<file path="config.mk">
export PLATFORM = sky130hd
export DESIGN_NAME = bresenham_line_stepper_core
export DESIGN_NICKNAME = d
export VERILOG_FILES = /design/src/sv/lbs_pkg.sv /design/src/sv/bresenham_line_stepper_core.sv /design/src/sv/lbs_front.sv /design/src/sv/lbs_queue.sv /design/src/sv/lbs_back.sv
export SDC_FILE = /design/constraint.sdc
export NUM_CORES = 1
export LEC_CHECK = 0
export BUFFER_PORTS_ARGS = -buffer_cell sky130_fd_sc_hd__clkbuf_2
export CORE_MARGIN = 8
export CORE_UTILIZATION = 56
export DETAILED_ROUTE_END_ITERATION = 8
export MAX_ROUTING_LAYER = met4
export PLACE_DENSITY = 0.77
export SYNTH_ARGS = -nofsm -noshare
export SYNTH_HDL_FRONTEND = slang
export SYNTH_SLANG_ARGS = --single-unit
</file>
<file path="constraint.sdc">
create_clock -name clk -period 3.8 [get_ports clk]
set_input_delay 0.57 -clock clk [delete_from_list [all_inputs] [get_ports clk]]
set_output_delay 0.57 -clock clk [all_outputs]
set_load 0.005 [all_outputs]
</file>
<file path="src/sv/lbs_pkg.sv">
// ----------------------------------------------------------------------------
// Bresenham line stepper package
// Shared constants and the command code type for the line stepper blocks.
// ----------------------------------------------------------------------------
package lbs_pkg;

    // Default coordinate width and command queue depth.
    localparam int COORD_BITS_DEF  = 8;
    localparam int QUEUE_DEPTH_DEF = 2;

    // Command codes carried by the opcode field.
    typedef enum logic
    {
        OP_LOAD = 1'b0,
        OP_STEP = 1'b1
    } op_t;

endpackage

</file>
<file path="src/sv/bresenham_line_stepper_core.sv">
// out_valid rises after the input transfer has passed the queue write and then the result register.
// Throughput: one item per cycle; one step is two error compares and two adds on registered state.
// A stalled result port backs up the command queue; the input side stalls once it is full.
// Reset (rst_n, asynchronous, active low) clears the line to the all-zero point, empties
// the queue and drops out_valid; no clearing pass is needed.
// ----------------------------------------------------------------------------
// Bresenham line stepper core
// Top level: front end, command queue and stepping back end.
// ----------------------------------------------------------------------------
module bresenham_line_stepper_core
    import lbs_pkg::*;
#(
    parameter int COORD_BITS  = COORD_BITS_DEF,
    parameter int QUEUE_DEPTH = QUEUE_DEPTH_DEF
)
(
    input  logic                  clk,
    input  logic                  rst_n,
    input  logic                  in_valid,
    output logic                  in_ready,
    input  logic                  opcode,
    input  logic [COORD_BITS-1:0] start_x,
    input  logic [COORD_BITS-1:0] start_y,
    input  logic [COORD_BITS-1:0] end_x,
    input  logic [COORD_BITS-1:0] end_y,
    output logic                  out_valid,
    input  logic                  out_ready,
    output logic                  pixel_valid,
    output logic [COORD_BITS-1:0] pixel_x,
    output logic [COORD_BITS-1:0] pixel_y,
    output logic                  line_done
);

    localparam int CMD_W = 6 * COORD_BITS + 3;

    logic             push_valid;
    logic             push_ready;
    logic [CMD_W-1:0] push_data;
    logic             cmd_valid;
    logic             cmd_ready;
    logic [CMD_W-1:0] cmd_data;

    // Classification and delta precompute.
    lbs_front #(
        .COORD_BITS (COORD_BITS)
    ) u_front (
        .in_valid   (in_valid),
        .in_ready   (in_ready),
        .opcode     (opcode),
        .start_x    (start_x),
        .start_y    (start_y),
        .end_x      (end_x),
        .end_y      (end_y),
        .push_valid (push_valid),
        .push_ready (push_ready),
        .push_data  (push_data)
    );

    // Decoupling queue.
    lbs_queue #(
        .WIDTH (CMD_W),
        .DEPTH (QUEUE_DEPTH)
    ) u_queue (
        .clk        (clk),
        .rst_n      (rst_n),
        .push_valid (push_valid),
        .push_ready (push_ready),
        .push_data  (push_data),
        .pop_valid  (cmd_valid),
        .pop_ready  (cmd_ready),
        .pop_data   (cmd_data)
    );

    // Line state and stepping.
    lbs_back #(
        .COORD_BITS (COORD_BITS)
    ) u_back (
        .clk         (clk),
        .rst_n       (rst_n),
        .cmd_valid   (cmd_valid),
        .cmd_ready   (cmd_ready),
        .cmd_data    (cmd_data),
        .out_valid   (out_valid),
        .out_ready   (out_ready),
        .pixel_valid (pixel_valid),
        .pixel_x     (pixel_x),
        .pixel_y     (pixel_y),
        .line_done   (line_done)
    );

endmodule

</file>
<file path="src/sv/lbs_front.sv">
// ----------------------------------------------------------------------------
// Line stepper front end
// Accepts input items, classifies them and precomputes the step directions
// and axis deltas of a load, then hands a packed command to the queue.
// ----------------------------------------------------------------------------
module lbs_front
    import lbs_pkg::*;
#(
    parameter int  COORD_BITS = COORD_BITS_DEF,
    localparam int CMD_W      = 6 * COORD_BITS + 3
)
(
    input  logic                  in_valid,
    output logic                  in_ready,
    input  logic                  opcode,
    input  logic [COORD_BITS-1:0] start_x,
    input  logic [COORD_BITS-1:0] start_y,
    input  logic [COORD_BITS-1:0] end_x,
    input  logic [COORD_BITS-1:0] end_y,
    output logic                  push_valid,
    input  logic                  push_ready,
    output logic [CMD_W-1:0]      push_data
);

    logic                  x_fwd;
    logic                  y_fwd;
    logic [COORD_BITS-1:0] delta_x;
    logic [COORD_BITS-1:0] delta_y;
    op_t                   op;

    // Direction of travel on each axis; equal coordinates take the negative one.
    assign x_fwd = (start_x < end_x);
    assign y_fwd = (start_y < end_y);

    // Absolute distances along each axis.
    assign delta_x = x_fwd ? (end_x - start_x) : (start_x - end_x);
    assign delta_y = y_fwd ? (end_y - start_y) : (start_y - end_y);

    assign op = op_t'(opcode);

    // The queue takes one command per transfer.
    assign push_valid = in_valid;
    assign in_ready   = push_ready;
    assign push_data  = {op, start_x, start_y, end_x, end_y, ~x_fwd, ~y_fwd,
                         delta_x, delta_y};

endmodule

</file>
<file path="src/sv/lbs_queue.sv">
// ----------------------------------------------------------------------------
// Line stepper command queue
// Short FIFO between the front end and the stepping back end so that each
// side can stall on its own.
// ----------------------------------------------------------------------------
module lbs_queue
    import lbs_pkg::*;
#(
    parameter int  WIDTH = 8,
    parameter int  DEPTH = QUEUE_DEPTH_DEF,
    localparam int AW    = (DEPTH > 1) ? $clog2(DEPTH) : 1,
    localparam int CW    = $clog2(DEPTH + 1)
)
(
    input  logic             clk,
    input  logic             rst_n,
    input  logic             push_valid,
    output logic             push_ready,
    input  logic [WIDTH-1:0] push_data,
    output logic             pop_valid,
    input  logic             pop_ready,
    output logic [WIDTH-1:0] pop_data
);

    logic [WIDTH-1:0] mem_reg [DEPTH];
    logic [AW-1:0]    wr_ptr_reg;
    logic [AW-1:0]    wr_ptr_next;
    logic [AW-1:0]    rd_ptr_reg;
    logic [AW-1:0]    rd_ptr_next;
    logic [CW-1:0]    count_reg;
    logic [CW-1:0]    count_next;
    logic             push;
    logic             pop;

    assign push_ready = (count_reg != CW'(DEPTH));
    assign pop_valid  = (count_reg != '0);
    assign pop_data   = mem_reg[rd_ptr_reg];

    assign push = push_valid && push_ready;
    assign pop  = pop_valid && pop_ready;

    // Pointer and fill count update.
    always_comb
    begin
        wr_ptr_next = wr_ptr_reg;
        rd_ptr_next = rd_ptr_reg;
        count_next  = count_reg;
        if (push)
        begin
            wr_ptr_next = (wr_ptr_reg == AW'(DEPTH - 1)) ? '0 : wr_ptr_reg + 1'b1;
        end
        if (pop)
        begin
            rd_ptr_next = (rd_ptr_reg == AW'(DEPTH - 1)) ? '0 : rd_ptr_reg + 1'b1;
        end
        if (push && !pop)
        begin
            count_next = count_reg + 1'b1;
        end
        else if (pop && !push)
        begin
            count_next = count_reg - 1'b1;
        end
    end

    always_ff @(posedge clk or negedge rst_n)
    begin
        if (!rst_n)
        begin
            wr_ptr_reg <= '0;
            rd_ptr_reg <= '0;
            count_reg  <= '0;
        end
        else
        begin
            wr_ptr_reg <= wr_ptr_next;
            rd_ptr_reg <= rd_ptr_next;
            count_reg  <= count_next;
        end
    end

    // Entry storage needs no reset.
    always_ff @(posedge clk)
    begin
        if (push)
        begin
            mem_reg[wr_ptr_reg] <= push_data;
        end
    end

endmodule

</file>
<file path="src/sv/lbs_back.sv">
// ----------------------------------------------------------------------------
// Line stepper back end
// Holds the line state, executes load and step commands from the queue and
// drives the registered result port.
// ----------------------------------------------------------------------------
module lbs_back
    import lbs_pkg::*;
#(
    parameter int  COORD_BITS = COORD_BITS_DEF,
    localparam int CMD_W      = 6 * COORD_BITS + 3,
    localparam int ERR_W      = COORD_BITS + 3,
    localparam int TW_W       = COORD_BITS + 4
)
(
    input  logic                  clk,
    input  logic                  rst_n,
    input  logic                  cmd_valid,
    output logic                  cmd_ready,
    input  logic [CMD_W-1:0]      cmd_data,
    output logic                  out_valid,
    input  logic                  out_ready,
    output logic                  pixel_valid,
    output logic [COORD_BITS-1:0] pixel_x,
    output logic [COORD_BITS-1:0] pixel_y,
    output logic                  line_done
);

    // Command fields.
    op_t                   cmd_op;
    logic [COORD_BITS-1:0] cmd_sx;
    logic [COORD_BITS-1:0] cmd_sy;
    logic [COORD_BITS-1:0] cmd_ex;
    logic [COORD_BITS-1:0] cmd_ey;
    logic                  cmd_left;
    logic                  cmd_up;
    logic [COORD_BITS-1:0] cmd_dx;
    logic [COORD_BITS-1:0] cmd_dy;

    // Line state.
    logic [COORD_BITS-1:0]   cur_x_reg,   cur_x_next;
    logic [COORD_BITS-1:0]   cur_y_reg,   cur_y_next;
    logic [COORD_BITS-1:0]   tgt_x_reg,   tgt_x_next;
    logic [COORD_BITS-1:0]   tgt_y_reg,   tgt_y_next;
    logic                    left_reg,    left_next;
    logic                    up_reg,      up_next;
    logic [COORD_BITS-1:0]   dx_reg,      dx_next;
    logic signed [COORD_BITS:0] dyn_reg,  dyn_next;
    logic signed [ERR_W-1:0] err_reg,     err_next;

    // Result register.
    logic                  out_valid_reg, out_valid_next;
    logic                  pix_valid_reg, pix_valid_next;
    logic [COORD_BITS-1:0] pix_x_reg,     pix_x_next;
    logic [COORD_BITS-1:0] pix_y_reg,     pix_y_next;
    logic                  done_reg,      done_next;

    logic                  take;
    logic                  at_end;
    logic signed [TW_W-1:0] twice;
    logic signed [TW_W-1:0] dyn_ext;
    logic signed [TW_W-1:0] dx_ext;
    logic signed [TW_W-1:0] err_sum;
    logic                  move_x;
    logic                  move_y;

    assign {cmd_op, cmd_sx, cmd_sy, cmd_ex, cmd_ey, cmd_left, cmd_up,
            cmd_dx, cmd_dy} = cmd_data;

    // A command is taken whenever the result register is free or drains now.
    assign cmd_ready = !out_valid_reg || out_ready;
    assign take      = cmd_valid && cmd_ready;

    // Error comparisons against both deltas.
    assign at_end  = (cur_x_reg == tgt_x_reg) && (cur_y_reg == tgt_y_reg);
    assign twice   = TW_W'(err_reg) <<< 1;
    assign dyn_ext = TW_W'(dyn_reg);
    assign dx_ext  = $signed({{(TW_W - COORD_BITS){1'b0}}, dx_reg});
    assign move_x  = (twice >= dyn_ext);
    assign move_y  = (twice <= dx_ext);
    assign err_sum = TW_W'(err_reg) + (move_x ? dyn_ext : '0) + (move_y ? dx_ext : '0);

    // Next state and next result.
    always_comb
    begin
        cur_x_next     = cur_x_reg;
        cur_y_next     = cur_y_reg;
        tgt_x_next     = tgt_x_reg;
        tgt_y_next     = tgt_y_reg;
        left_next      = left_reg;
        up_next        = up_reg;
        dx_next        = dx_reg;
        dyn_next       = dyn_reg;
        err_next       = err_reg;
        out_valid_next = out_valid_reg && !out_ready;
        pix_valid_next = pix_valid_reg;
        pix_x_next     = pix_x_reg;
        pix_y_next     = pix_y_reg;
        done_next      = done_reg;
        if (take)
        begin
            out_valid_next = 1'b1;
            case (cmd_op)
                OP_LOAD:
                begin
                    cur_x_next     = cmd_sx;
                    cur_y_next     = cmd_sy;
                    tgt_x_next     = cmd_ex;
                    tgt_y_next     = cmd_ey;
                    left_next      = cmd_left;
                    up_next        = cmd_up;
                    dx_next        = cmd_dx;
                    dyn_next       = -$signed({1'b0, cmd_dy});
                    err_next       = $signed({3'b000, cmd_dx}) - $signed({3'b000, cmd_dy});
                    pix_valid_next = 1'b0;
                    pix_x_next     = cmd_sx;
                    pix_y_next     = cmd_sy;
                    done_next      = (cmd_sx == cmd_ex) && (cmd_sy == cmd_ey);
                end
                OP_STEP:
                begin
                    if (at_end)
                    begin
                        pix_valid_next = 1'b0;
                        pix_x_next     = cur_x_reg;
                        pix_y_next     = cur_y_reg;
                        done_next      = 1'b1;
                    end
                    else
                    begin
                        if (move_x)
                        begin
                            cur_x_next = left_reg ? cur_x_reg - 1'b1 : cur_x_reg + 1'b1;
                        end
                        if (move_y)
                        begin
                            cur_y_next = up_reg ? cur_y_reg - 1'b1 : cur_y_reg + 1'b1;
                        end
                        err_next       = err_sum[ERR_W-1:0];
                        pix_valid_next = 1'b1;
                        pix_x_next     = cur_x_next;
                        pix_y_next     = cur_y_next;
                        done_next      = (cur_x_next == tgt_x_reg) && (cur_y_next == tgt_y_reg);
                    end
                end
                default:
                begin
                    pix_valid_next = 1'b0;
                end
            endcase
        end
    end

    // Line state resets to the all-zero line.
    always_ff @(posedge clk or negedge rst_n)
    begin
        if (!rst_n)
        begin
            cur_x_reg     <= '0;
            cur_y_reg     <= '0;
            tgt_x_reg     <= '0;
            tgt_y_reg     <= '0;
            left_reg      <= 1'b0;
            up_reg        <= 1'b0;
            dx_reg        <= '0;
            dyn_reg       <= '0;
            err_reg       <= '0;
            out_valid_reg <= 1'b0;
        end
        else
        begin
            cur_x_reg     <= cur_x_next;
            cur_y_reg     <= cur_y_next;
            tgt_x_reg     <= tgt_x_next;
            tgt_y_reg     <= tgt_y_next;
            left_reg      <= left_next;
            up_reg        <= up_next;
            dx_reg        <= dx_next;
            dyn_reg       <= dyn_next;
            err_reg       <= err_next;
            out_valid_reg <= out_valid_next;
        end
    end

    // Result payload needs no reset.
    always_ff @(posedge clk)
    begin
        pix_valid_reg <= pix_valid_next;
        pix_x_reg     <= pix_x_next;
        pix_y_reg     <= pix_y_next;
        done_reg      <= done_next;
    end

    assign out_valid   = out_valid_reg;
    assign pixel_valid = pix_valid_reg;
    assign pixel_x     = pix_x_reg;
    assign pixel_y     = pix_y_reg;
    assign line_done   = done_reg;

endmodule

</file>
==> run_summary.xml <==
<?xml version="1.0" encoding="UTF-8"?>
<metrics>
  <group name="routing">
    <metric name="drt-initial-drc-count" unit="">623</metric>
    <metric name="routedWlPerCell" unit="um">18.9</metric>
    <metric name="totalWireLength" unit="mm">26.9</metric>
    <metric name="via_count" unit="">8319</metric>
    <metric name="drcViolationCount" unit="">0</metric>
    <metric name="detailedRoute.firstPassIterationCount" unit="">6</metric>
    <metric name="drt.antenna.violating_nets" unit="">0</metric>
    <metric name="route.detailed.vias_per_inst" unit="">5.84</metric>
  </group>
  <group name="place">
    <metric name="globalplace.congestion" unit="">0.923</metric>
    <metric name="place_inst" unit="">1380</metric>
    <metric name="placed_area" unit="um^2">12300</metric>
    <metric name="io_buffers" unit="">56</metric>
    <metric name="dp_hpwl" unit="mm">19.6</metric>
  </group>
  <group name="global_route">
    <metric name="groute.usage.overall" unit="">0.215</metric>
    <metric name="grt_antenna_before_repair" unit="">0</metric>
    <metric name="grt_pass1_vias" unit="">8050</metric>
    <metric name="pin_count_of_the_biggest_net_entering_global_routing" unit="">68</metric>
    <metric name="first_pass_grt_wire_length" unit="mm">42.3</metric>
    <metric name="gr-total-overflow" unit="">0</metric>
  </group>
  <group name="synth">
    <metric name="number_of_flops_mapped_to_enable_cells_by_yosys" unit="">120</metric>
    <metric name="post_synth_instance_area" unit="um^2">11500</metric>
    <metric name="yosys-top-cells-count" unit="">120 x edfxtp_1, 100 x inv_1, 81 x ha_1</metric>
    <metric name="synth_top_flop_cell" unit="">edfxtp_1</metric>
    <metric name="synth.lib_cells_used.distinct" unit="">68</metric>
    <metric name="flops_latches_synth" unit="">187</metric>
    <metric name="top_cell_type_by_total_area_after_synthesis" unit="">edfxtp_1</metric>
    <metric name="syn-instance-count" unit="">1054</metric>
    <metric name="synth.mux.area_fraction" unit="">0.0722</metric>
    <metric name="synthDominantCellAreaShare" unit="">0.314</metric>
    <metric name="main_combinational_cell_family_by_area_after_synthesis" unit="">compound AO/OA/AOI/OAI gates</metric>
    <metric name="syn_avg_cell_area" unit="um^2">10.9</metric>
    <metric name="netlist_top_cells_area" unit="">edfxtp_1 31%, dfrtp_1 15%, ha_1 8.8%, mux2i_1 5.5%, xnor2_1 4.3%</metric>
    <metric name="synth.most_common_cell" unit="">edfxtp_1</metric>
    <metric name="yosys.area_share.simple" unit="">0.0846</metric>
    <metric name="synth_xor_area_frac" unit="">0.0755</metric>
    <metric name="synth_fp_nets" unit="">1188</metric>
    <metric name="synth.yosys.warnings" unit="">0</metric>
    <metric name="synth_sequential_area_ratio" unit="">0.460</metric>
    <metric name="async_flop_share" unit="">0.358</metric>
    <metric name="synth_fa_ha_area_frac" unit="">0.116</metric>
    <metric name="synth-compound-area-share" unit="">0.143</metric>
  </group>
  <group name="critical_path">
    <metric name="endpoint_of_the_worst_setup_timing_path" unit="">u_back.err_reg[7]</metric>
    <metric name="r2r_start" unit="">u_back.dyn_reg[8]</metric>
    <metric name="regToRegSetupSlack" unit="ns">-0.13</metric>
    <metric name="crit_start" unit="">u_back.dyn_reg[8]</metric>
    <metric name="worst-endpoint-arrival" unit="ns">4.21</metric>
    <metric name="critical_path.max_fanout" unit="">5</metric>
    <metric name="timing.critical_path.required" unit="ns">4.08</metric>
    <metric name="timing_worst_setup_path_type" unit="">flip-flop to flip-flop</metric>
    <metric name="crit_path_start_kind" unit="">flip-flop</metric>
    <metric name="reg2reg_to" unit="">u_back.err_reg[7]</metric>
    <metric name="worstRegToRegCells" unit="">19</metric>
    <metric name="worst_setup_path_end_kind" unit="">flip-flop</metric>
  </group>
  <group name="die">
    <metric name="chipHeight" unit="um">159</metric>
    <metric name="floorplan.core_area" unit="um^2">20200</metric>
    <metric name="floorplan.die.width" unit="um">159</metric>
    <metric name="std_cell_rows" unit="">52</metric>
    <metric name="fp.dieArea" unit="um^2">25300</metric>
    <metric name="initial_core_util" unit="">0.569</metric>
    <metric name="num_io_pins" unit="">57</metric>
  </group>
  <group name="final_layout">
    <metric name="design_area" unit="um^2">13100</metric>
    <metric name="insertedDiodeCount" unit="">0</metric>
    <metric name="post_route_cells_drive_above_1_share" unit="">0.172</metric>
    <metric name="nets" unit="">1275</metric>
    <metric name="flip_flop_count_of_the_largest_register_all_copies_and_words_added" unit="">102</metric>
    <metric name="fin_cells" unit="">1424</metric>
    <metric name="synthToLayoutAreaGrowth" unit="%">13.8</metric>
  </group>
  <group name="clock_network">
    <metric name="cts_made_buffers" unit="">17</metric>
    <metric name="clk_pin_slew" unit="ns">0.08</metric>
    <metric name="h-tree-depth" unit="">4</metric>
    <metric name="clock-root-buffer" unit="">clkbuf_16</metric>
    <metric name="cts-root-to-sink-buffers" unit="">2</metric>
    <metric name="clock_sinks" unit="">187</metric>
    <metric name="tritoncts" unit="">yes</metric>
    <metric name="worst_skew_pair.late_latency" unit="ns">0.44</metric>
  </group>
  <group name="flow_run">
    <metric name="drv_cap" unit="">0</metric>
  </group>
  <group name="run_status">
    <metric name="violations" unit="">setup timing</metric>
    <metric name="status" unit="">finished, violations left</metric>
  </group>
  <group name="sta">
    <metric name="timing.max_slew.rel_slack" unit="">0.228</metric>
    <metric name="report.final.hold_viol_count" unit="">0</metric>
    <metric name="worstMarginPinSlew" unit="ns">1.15</metric>
    <metric name="layout_min_cycle_time" unit="ns">3.93</metric>
    <metric name="timing_max_transition_violations_final" unit="">0</metric>
    <metric name="setup_tns" unit="ns">-0.354</metric>
    <metric name="min_period_over_period" unit="">1.03</metric>
    <metric name="fin_worst_skew" unit="ns">0.0159</metric>
    <metric name="setup-violations-final" unit="">4</metric>
    <metric name="max_freq" unit="MHz">254</metric>
    <metric name="setup_repair_after_global_routing_missed_its_margin" unit="">true</metric>
    <metric name="layout_setup_ws" unit="ns">-0.132</metric>
  </group>
  <group name="hold_path">
    <metric name="min-delay-path-class" unit="">input pin to async pin</metric>
  </group>
</metrics>
==> stage by stage <==
step | setup slack, ns | util | hold slack (ns)
6_report | -0.132 | 0.648 | 0.323
5_1_grt | -0.274 | 0.648 | 0.314
4_1_cts | -0.0190 | 0.640 | 0.313
3_5_place_dp | -0.0851 | 0.608 | 0.489
3_3_place_gp | 0.0349 | 0.608 | 0.477
2_1_floorplan | -0.0210 | - | 0.274
==> final cells by class <==
cell class	count	area (um^2)
Tap cell	270	338
Clock buffer	17	425
Multi-Input combinational cell	732	5830
Inverter	100	375
Sequential cell	187	5280
Fill cell	1552	7100
Clock inverter	15	188
Timing Repair Buffer	103	637
==> timing repair <==
item	CTS	global route
hold buffers	0	0
buffers inserted	3	9
gates resized for setup	4	16
pin swaps	6	19
endpoints found under the setup margin	3	6
==> cell usage in the layout, fill, tap and decap left out, types with 4 or more instances in the layout <==
master and count:
a21oi_1 65, nand2_1 58, a22oi_1 4, o22ai_1 11, o21bai_1 7, clkbuf_16 17, a22o_1 9, xor2_1 43
o21ai_1 7, nor4_1 5, nor3_1 10, ha_1 74, a21o_1 19, nand3_1 12, a211oi_1 13, buf_4 46
o211ai_1 4, ha_4 7, a31oi_1 12, o21ai_2 5, mux2_2 15, and2_1 10, mux2i_1 63, nor2b_1 8
xnor2_1 55, o21ai_0 43, clkbuf_2 55, nor2_1 75, clkinv_8 6, dfrtp_1 66, nand4_1 6, fa_1 14
o21a_1 6, a21oi_2 4, nand2b_1 6, inv_1 97, edfxtp_1 120
==> per-layer routing <==
layer	up-vias	part of all wire	track usage	routed length, um
li1	3937	-	-	-
met1	4060	0.46	0.289	12300
met5	-	0	-	0
met4	0	0.018	0.0600	488
met3	43	0.061	0.0377	1640
met2	279	0.46	0.329	12500
==> logic make-up after synthesis <==
logic type	after synthesis
muxes	80
adders and majority gates	97
and+or+nand+nor	211
buffers and inverters	135
AOI/OAI and AO/OA	245
xor gates and xnor gates	99
DFF	187
==> how the worst min path moves through the flow <==
stage,slack [ns],end,start,depth (start not counted)
after floorplan,0.27,u_back.cur_x_reg[0],rst_n,0
after detailed placement,0.49,u_back.out_valid,u_back.out_valid,2
after global routing,0.31,u_queue.mem_reg[0][50],opcode,1
after global placement,0.48,u_back.out_valid,u_back.out_valid,2
final,0.32,u_queue.wr_ptr_reg,rst_n,2
after CTS,0.31,u_queue.mem_reg[0][50],opcode,1
==> worst max-delay path: stages (launching register included) <==
cell and delay [ns]:
dfrtp_1 0.39, inv_2 0.13, ha_4 0.22, a21o_1 0.16
nand3_2 0.08, nand2_2 0.05, o41a_1 0.45, buf_4 0.16
and2_4 0.15, fa_2 0.35, ha_4 0.18, fa_2 0.39
a21o_1 0.17, a21oi_2 0.16, o21bai_1 0.11, a21oi_2 0.16
buf_4 0.14, xnor2_2 0.05, a22oi_1 0.17, a31oi_1 0.10
Power is left out: the tool's default activity adds up to more than one toggle a clock period on the data nets, which glitch-free logic cannot reach.
